===== src/sfq_pkg.sv =====
`timescale 1ns / 1ps

package sfq_pkg;

    localparam int DATA_W  = 32;
    localparam int COUNT_W = 5;

    typedef enum logic [1:0] {
        ACT_ENQUEUE = 2'd0,
        ACT_DEQUEUE = 2'd1,
        ACT_SORT    = 2'd2,
        ACT_CLEAR   = 2'd3
    } action_t;

    typedef enum logic [1:0] {
        STAT_OK    = 2'd0,
        STAT_EMPTY = 2'd1,
        STAT_FULL  = 2'd2
    } status_t;

    typedef enum logic {
        S_RUN,
        S_SORT
    } state_t;

    // Broadcast controls from the sequencer to every cell
    typedef struct packed {
        logic enq;
        logic deq;
        logic sort_en;
        logic phase_odd;
    } cell_ctrl_t;

endpackage


===== src/sfq_if.sv =====
`timescale 1ns / 1ps

interface sfq_in_if;
    logic               valid;
    logic               ready;
    logic [1:0]         action;
    logic signed [31:0] value;

    modport source (output valid, output action, output value, input ready);
    modport sink   (input valid, input action, input value, output ready);
endinterface

interface sfq_out_if;
    logic               valid;
    logic               ready;
    logic [1:0]         status;
    logic signed [31:0] removed_value;
    logic [4:0]         entry_count;

    modport source (output valid, output status, output removed_value,
                    output entry_count, input ready);
    modport sink   (input valid, input status, input removed_value,
                    input entry_count, output ready);
endinterface


===== src/sfq_cell.sv =====
`timescale 1ns / 1ps

module sfq_cell #(
    parameter int INDEX       = 0,
    parameter int QUEUE_DEPTH = 16,
    parameter int CW          = 5
) (
    input  logic                               clk,
    input  sfq_pkg::cell_ctrl_t                ctrl,
    input  logic [CW-1:0]                      occ,
    input  logic signed [sfq_pkg::DATA_W-1:0]  value,
    input  logic signed [sfq_pkg::DATA_W-1:0]  left_data,
    input  logic                               left_gt,
    input  logic signed [sfq_pkg::DATA_W-1:0]  right_data,
    output logic signed [sfq_pkg::DATA_W-1:0]  data,
    output logic                               gt
);
    import sfq_pkg::*;

    localparam logic [CW-1:0] MY_IDX   = CW'(INDEX);
    localparam logic [CW-1:0] NEXT_IDX = CW'(INDEX + 1);
    localparam logic          MY_ODD   = 1'(INDEX % 2);
    localparam logic          HAS_LEFT = (INDEX > 0);
    localparam logic          HAS_RIGHT = (INDEX < QUEUE_DEPTH - 1);

    logic signed [DATA_W-1:0] data_reg;
    logic signed [DATA_W-1:0] data_next;
    logic                     lo_active;
    logic                     hi_active;

    // Pair roles: lower of (i, i+1) on matching parity, upper otherwise
    assign lo_active = HAS_RIGHT && ctrl.sort_en && (ctrl.phase_odd == MY_ODD)
                       && (NEXT_IDX < occ);
    assign hi_active = HAS_LEFT && ctrl.sort_en && (ctrl.phase_odd != MY_ODD)
                       && (MY_IDX < occ);

    assign gt   = data_reg > right_data;
    assign data = data_reg;

    // Load, shift toward head, or compare-exchange with a neighbor
    always_comb
    begin
        data_next = data_reg;
        if (ctrl.enq && (occ == MY_IDX))
        begin
            data_next = value;
        end
        else if (ctrl.deq)
        begin
            data_next = right_data;
        end
        else if (lo_active && gt)
        begin
            data_next = right_data;
        end
        else if (hi_active && left_gt)
        begin
            data_next = left_data;
        end
    end

    always_ff @(posedge clk)
    begin
        data_reg <= data_next;
    end

endmodule


===== src/sfq_ctrl.sv =====
`timescale 1ns / 1ps

module sfq_ctrl #(
    parameter int QUEUE_DEPTH = 16,
    parameter int CW          = 5
) (
    input  logic                              clk,
    input  logic                              rst_n,
    sfq_in_if.sink                            req,
    sfq_out_if.source                         rsp,
    input  logic signed [sfq_pkg::DATA_W-1:0] head_data,
    output sfq_pkg::cell_ctrl_t               ctrl,
    output logic [CW-1:0]                     occ
);
    import sfq_pkg::*;

    localparam logic [CW-1:0] DEPTH_C = CW'(QUEUE_DEPTH);
    localparam logic [CW-1:0] ONE_C   = CW'(1);

    state_t                   state_reg, state_next;
    logic [CW-1:0]            occ_reg, occ_next;
    logic [CW-1:0]            phase_reg, phase_next;
    logic                     out_valid_reg, out_valid_next;
    status_t                  status_reg, status_next;
    logic signed [DATA_W-1:0] removed_reg, removed_next;
    logic [CW-1:0]            count_reg, count_next;
    logic                     accept;
    action_t                  act;

    assign act       = action_t'(req.action);
    assign req.ready = (state_reg == S_RUN) && (!out_valid_reg || rsp.ready);
    assign accept    = req.valid && req.ready;

    assign rsp.valid         = out_valid_reg;
    assign rsp.status        = status_reg;
    assign rsp.removed_value = removed_reg;
    assign rsp.entry_count   = COUNT_W'(count_reg);
    assign occ               = occ_reg;

    // Sequencer: one beat per item, sort runs occupancy phases afterward
    always_comb
    begin
        state_next     = state_reg;
        occ_next       = occ_reg;
        phase_next     = phase_reg;
        out_valid_next = out_valid_reg && !rsp.ready;
        status_next    = status_reg;
        removed_next   = removed_reg;
        count_next     = count_reg;
        ctrl           = '0;
        ctrl.phase_odd = phase_reg[0];

        unique case (state_reg)
            S_RUN:
            begin
                if (accept)
                begin
                    out_valid_next = 1'b1;
                    status_next    = STAT_OK;
                    removed_next   = '0;
                    unique case (act)
                        ACT_ENQUEUE:
                        begin
                            if (occ_reg == DEPTH_C)
                            begin
                                status_next = STAT_FULL;
                            end
                            else
                            begin
                                ctrl.enq = 1'b1;
                                occ_next = occ_reg + ONE_C;
                            end
                        end
                        ACT_DEQUEUE:
                        begin
                            if (occ_reg == '0)
                            begin
                                status_next = STAT_EMPTY;
                            end
                            else
                            begin
                                ctrl.deq     = 1'b1;
                                removed_next = head_data;
                                occ_next     = occ_reg - ONE_C;
                            end
                        end
                        ACT_SORT:
                        begin
                            if (occ_reg > ONE_C)
                            begin
                                state_next = S_SORT;
                                phase_next = '0;
                            end
                        end
                        ACT_CLEAR:
                        begin
                            occ_next = '0;
                        end
                        default:
                        begin
                            occ_next = occ_reg;
                        end
                    endcase
                    count_next = occ_next;
                end
            end
            S_SORT:
            begin
                ctrl.sort_en = 1'b1;
                phase_next   = phase_reg + ONE_C;
                if (phase_reg == occ_reg - ONE_C)
                begin
                    state_next = S_RUN;
                end
            end
            default:
            begin
                state_next = S_RUN;
            end
        endcase
    end

    always_ff @(posedge clk or negedge rst_n)
    begin
        if (!rst_n)
        begin
            state_reg     <= S_RUN;
            occ_reg       <= '0;
            phase_reg     <= '0;
            out_valid_reg <= 1'b0;
        end
        else
        begin
            state_reg     <= state_next;
            occ_reg       <= occ_next;
            phase_reg     <= phase_next;
            out_valid_reg <= out_valid_next;
        end
    end

    always_ff @(posedge clk)
    begin
        status_reg  <= status_next;
        removed_reg <= removed_next;
        count_reg   <= count_next;
    end

endmodule


===== src/sortable_fifo_queue.sv =====
`timescale 1ns / 1ps

// Bounded FIFO of signed 32-bit words held in a row of QUEUE_DEPTH cells, head in cell 0.
// Each accepted beat yields one result; outside a sort a new beat is taken in the cycle
// its predecessor's result is taken. A sort returns its result like the other actions
// (count unchanged), then holds off input while it runs one phase per entry (none for
// zero or one), an odd-even transposition sort in which the even cell pairs and the odd
// cell pairs compare-exchange on alternate cycles. Dequeue shifts the whole row toward
// the head. Entries beyond the count are never read, so the cells need no reset.
module sortable_fifo_queue #(
    parameter int QUEUE_DEPTH = 16
) (
    input  logic      clk,
    input  logic      rst_n,
    sfq_in_if.sink    req,
    sfq_out_if.source rsp
);
    import sfq_pkg::*;

    localparam int CW = $clog2(QUEUE_DEPTH + 1);

    cell_ctrl_t               ctrl;
    logic [CW-1:0]            occ;
    logic signed [DATA_W-1:0] data [QUEUE_DEPTH];
    logic                     gt   [QUEUE_DEPTH];

    sfq_ctrl #(
        .QUEUE_DEPTH (QUEUE_DEPTH),
        .CW          (CW)
    ) u_ctrl (
        .clk       (clk),
        .rst_n     (rst_n),
        .req       (req),
        .rsp       (rsp),
        .head_data (data[0]),
        .ctrl      (ctrl),
        .occ       (occ)
    );

    // Row of cells, each linked to both neighbors
    for (genvar i = 0; i < QUEUE_DEPTH; i++)
    begin : g_cell
        logic signed [DATA_W-1:0] left_d;
        logic signed [DATA_W-1:0] right_d;
        logic                     left_g;

        if (i == 0)
        begin : g_head
            assign left_d = data[i];
            assign left_g = 1'b0;
        end
        else
        begin : g_mid
            assign left_d = data[i-1];
            assign left_g = gt[i-1];
        end

        if (i == QUEUE_DEPTH - 1)
        begin : g_tail
            assign right_d = data[i];
        end
        else
        begin : g_body
            assign right_d = data[i+1];
        end

        sfq_cell #(
            .INDEX       (i),
            .QUEUE_DEPTH (QUEUE_DEPTH),
            .CW          (CW)
        ) u_cell (
            .clk        (clk),
            .ctrl       (ctrl),
            .occ        (occ),
            .value      (req.value),
            .left_data  (left_d),
            .left_gt    (left_g),
            .right_data (right_d),
            .data       (data[i]),
            .gt         (gt[i])
        );
    end

endmodule


===== src/flat_wrapper.sv =====
// flat-port wrapper written by rule: the top's interface ports become plain ports
module sortable_fifo_queue_flat import sfq_pkg::*;
#(
    parameter int QUEUE_DEPTH = 16
)
  (clk, rst_n, req_valid, req_action, req_value, req_ready, rsp_valid, rsp_status, rsp_removed_value, rsp_entry_count, rsp_ready);
  sfq_in_if req_i ();
  sfq_out_if rsp_i ();
  input  logic clk;
  input  logic rst_n;
  input wire logic [$bits(req_i.valid)-1:0] req_valid;
  input wire logic [$bits(req_i.action)-1:0] req_action;
  input wire logic [$bits(req_i.value)-1:0] req_value;
  output wire logic [$bits(req_i.ready)-1:0] req_ready;
  output wire logic [$bits(rsp_i.valid)-1:0] rsp_valid;
  output wire logic [$bits(rsp_i.status)-1:0] rsp_status;
  output wire logic [$bits(rsp_i.removed_value)-1:0] rsp_removed_value;
  output wire logic [$bits(rsp_i.entry_count)-1:0] rsp_entry_count;
  input wire logic [$bits(rsp_i.ready)-1:0] rsp_ready;
  assign req_i.valid = req_valid;
  assign req_i.action = req_action;
  assign req_i.value = req_value;
  assign req_ready = req_i.ready;
  assign rsp_valid = rsp_i.valid;
  assign rsp_status = rsp_i.status;
  assign rsp_removed_value = rsp_i.removed_value;
  assign rsp_entry_count = rsp_i.entry_count;
  assign rsp_i.ready = rsp_ready;
  sortable_fifo_queue #(.QUEUE_DEPTH(QUEUE_DEPTH)) u_core (.clk(clk), .rst_n(rst_n), .req(req_i), .rsp(rsp_i));
endmodule

===== config.mk =====
export PLATFORM = sky130hd
export DESIGN_NAME = sortable_fifo_queue_flat
export DESIGN_NICKNAME = d
export VERILOG_FILES = /design/src/sfq_pkg.sv /design/src/sfq_if.sv /design/src/sfq_cell.sv /design/src/sfq_ctrl.sv /design/src/sortable_fifo_queue.sv /design/src/flat_wrapper.sv
export SDC_FILE = /design/constraint.sdc
export NUM_CORES = 2
export LEC_CHECK = 0
export CAP_MARGIN = 10
export CELL_PAD_IN_SITES_DETAIL_PLACEMENT = 1
export CELL_PAD_IN_SITES_GLOBAL_PLACEMENT = 2
export CORE_ASPECT_RATIO = 1.4
export CORE_MARGIN = 3
export CORE_UTILIZATION = 43
export DETAILED_ROUTE_END_ITERATION = 7
export DONT_BUFFER_PORTS = 1
export PLACE_DENSITY_LB_ADDON = 0.1
export REMOVE_ABC_BUFFERS = 1
export SETUP_SLACK_MARGIN = 0.5
export SKIP_LAST_GASP = 1
export SYNTH_ARGS = -nofsm -noshare
export SYNTH_HDL_FRONTEND = slang
export SYNTH_SLANG_ARGS = --single-unit

===== constraint.sdc =====
create_clock -name clk -period 8.2 [get_ports clk]
set_input_delay 1.23 -clock clk [delete_from_list [all_inputs] [get_ports clk]]
set_output_delay 1.23 -clock clk [all_outputs]
set_load 0.005 [all_outputs]

==> metrics.csv <==
stage,metric,value,unit
outcome,status,"finished, final reports clean",
final_layout,final_cell_mix,"inv_1 (552), edfxtp_1 (551), a21oi_1 (504), ha_1 (486), nor2_1 (393)",
power,ir_drop,0.2080,mV
synth,synth_area_leader_cell,edfxtp_1,
timing,holdWs,0.3022,ns
clocking,cts_tree,done,
timing,period_share,62.94,%
min_path,min_path_type,in -> async,
timing,finalMaxSlewViolations,0,
synth,syn_area,40470,um2
clocking,post_cts_buffers,0,
final_layout,multi_input_area,20640,um2
floorplanning,start_util,43.53,%
timing,rsz0062_at_grt,false,
setup_path,r2r_slack,3.04,ns
final_layout,nNetsFinal,4657,
timing,clock_skew,0.01646,ns
floorplanning,die_area,97890,um2
synth,synth_top_area_share,40.88,%
floorplanning,fp.dieW,265.3,um
synth,synth_seq_cells,563,
timing,setup_viol,0,
route,wl_per_cell,23.63,um
setup_path,critical_path_class,reg -> reg,
clocking,htree_levels,3,
placement,dp_hpwl,101300,um
global_route,grt_pass1_vias,32806,
setup_path,critPathArrivalTime,5.39,ns
synth,async_flop_share,2.131,%
timing,setup_ws,3.039,ns
final_layout,area_growth,7.636,%
synth,syn_area_per_cell,9.573,um2
final_layout,ff_latch_area,16850,um2
global_route,grt_pass1_wl,195700,um
synth,synth.area.top_cells,"edfxtp_1 (41%), ha_1 (15%), mux2i_1 (7.9%), a21oi_1 (6.2%), inv_1 (5.1%)",
clocking,cts_root_buf,clkbuf_16,
clocking,cts_buffers,67,
floorplanning,fp-row-count,132,
setup_path,critPathCaptureType,flip-flop,
clocking,clk_pin_slew,0.06,ns
route,vias_per_cell,5.780,
clocking,ctsHoldBuffers,0,
synth,ys.flop_type,edfxtp_1,
global_route,use_met3,3.254,%
global_route,groute.usage.overall,25.91,%
timing,worst_pin_slew,1.207,ns
floorplanning,die_y,369.0,um
clocking,cts-resized-gates,0,
flow_run,drv_cap,0,
route,vias,31141,
synth,synth_cell_types,70,
global_route,grt_max_degree,66,
route,drt_first_iter_violations,1890,
setup_path,start_kind,flip-flop,
route,wl,127300,um
global_route,antenna_found_initial,0,
route,ant_nets,0,
global_route,grt_use_met2,48.53,%
global_route,gr-total-overflow,0,
floorplanning,core-area,92980,um2
synth,synth_cells,4228,
power,p_leak,0.01786,uW
power,p_total,16530,uW
route,drtPass1Iterations,5,
route,drc_errors,0,
synth,synth_seq_area_share,41.62,%
final_layout,n_fill_cell,10475,
synth,yosys_warnings,0,
global_route,use_met1,30.96,%
floorplanning,ios,79,
setup_path,required,8.43,ns
timing,slew_headroom,17.42,%
setup_path,cp_max_fo,32,
synth,synth_edf_count,551,
global_route,top_usage_layer,met2,
clocking,clk_latency,0.62,ns
placement,gp_congestion,0.8282,
power,powerDensity,379.4,nW/um2
final_layout,n_antenna_cell,0,
placement,port-buffer-count,0,
timing,final-hold-violation-count,0,
timing,min_period,5.161,ns
final_layout,drive_gt1_share,4.711,%
timing,fmax,193.8,MHz
final_layout,final_common_cell,inv_1,
clocking,cts_max_path_buffers,3,
clocking,clock_sinks,563,
placement,place_ws,2.991,ns
final_layout,largest_reg_flops,512,
==> metal layers <==
metal / part of all wire [%] / vias to the layer above
met4: 2.7 / 0
met2: 52 / 401
li1: - / 15166
met5: 0 / -
met3: 3.1 / 150
met1: 42 / 15424
==> through the flow <==
stage | setup TNS (ns) | instances | utilization (%) | instance area [um2]
6_report | 0 | 5388 | 46.85 | 43560
5_1_grt | 0 | 5388 | 46.85 | 43560
4_1_cts | 0 | 5385 | 46.77 | 43490
3_5_place_dp | 0 | 5267 | 44.61 | 41480
3_3_place_gp | 0 | 5265 | 44.60 | 41470
2_1_floorplan | -2.684 | 4006 | - | 39440
==> area by class of cell <==
cell class	count	area share, %
Clock buffer	89	4.256
Clock inverter	29	0.3561
Inverter	552	4.756
Multi-Input combinational cell	2891	47.39
Sequential cell	563	38.67
Tap cell	1206	3.464
Timing Repair Buffer	58	1.109
==> cells in the mapped netlist (31+ instances only) <==
library cell / instances
o211ai_1: 57
nand4_1: 135
clkbuf_1: 167
o311ai_0: 58
a21o_1: 54
nand2_1: 288
inv_1: 552
nor2_1: 395
nand3_1: 124
a21oi_1: 504
nor4_1: 31
edfxtp_1: 551
o221ai_1: 32
ha_1: 486
o21ai_0: 136
mux2i_1: 320
==> critical path, stage by stage, from the launching register on <==
cell and delay (ns):
edfxtp_1 0.43, inv_1 0.07, ha_1 0.33, a21oi_1 0.13, nand2_1 0.06, a21o_1 0.18
a2111oi_0 1.00, buf_4 0.26, a31oi_1 0.13, o31ai_4 0.96, buf_4 0.46, or2_2 0.75
==> cell families (layout without fill, tap and decap cells) <==
group,after synthesis,count (layout),synth area share [%]
buffers and inverters,774,728,7.679
muxes,323,323,7.997
AOI/OAI and AO/OA,981,981,15.01
adders and majority gates,486,486,15.02
DFF,563,563,41.62
xor gates and xnor gates,11,11,0.2381
and+or+nand+nor,1090,1090,12.42
==> power breakdown <==
group	internal (uW)	switching [uW]
sequential	5030	1210
combinational	2920	4480
clock	1610	1270
==> final timing paths <==
| check | startpoint | to | depth (start not counted) |
|---|---|---|---|
| worst max-delay path | u_core.g_cell[10].u_cell.data[30] | u_core.g_cell[10].u_cell.data[4] | 11 |
| worst min-delay path | rst_n | u_core.u_ctrl.occ[4] | 0 |
| worst max register to register | u_core.g_cell[10].u_cell.data[30] | u_core.g_cell[10].u_cell.data[4] | 11 |
| worst min register to register | u_core.u_ctrl.phase_reg[4] | u_core.u_ctrl.phase_reg[4] | 2 |
| max in group asynchronous | rst_n | u_core.u_ctrl.rsp.valid | 0 |
| min in group clk | u_core.u_ctrl.phase_reg[4] | u_core.u_ctrl.phase_reg[4] | 2 |
(Power assumes the default switching activity.)
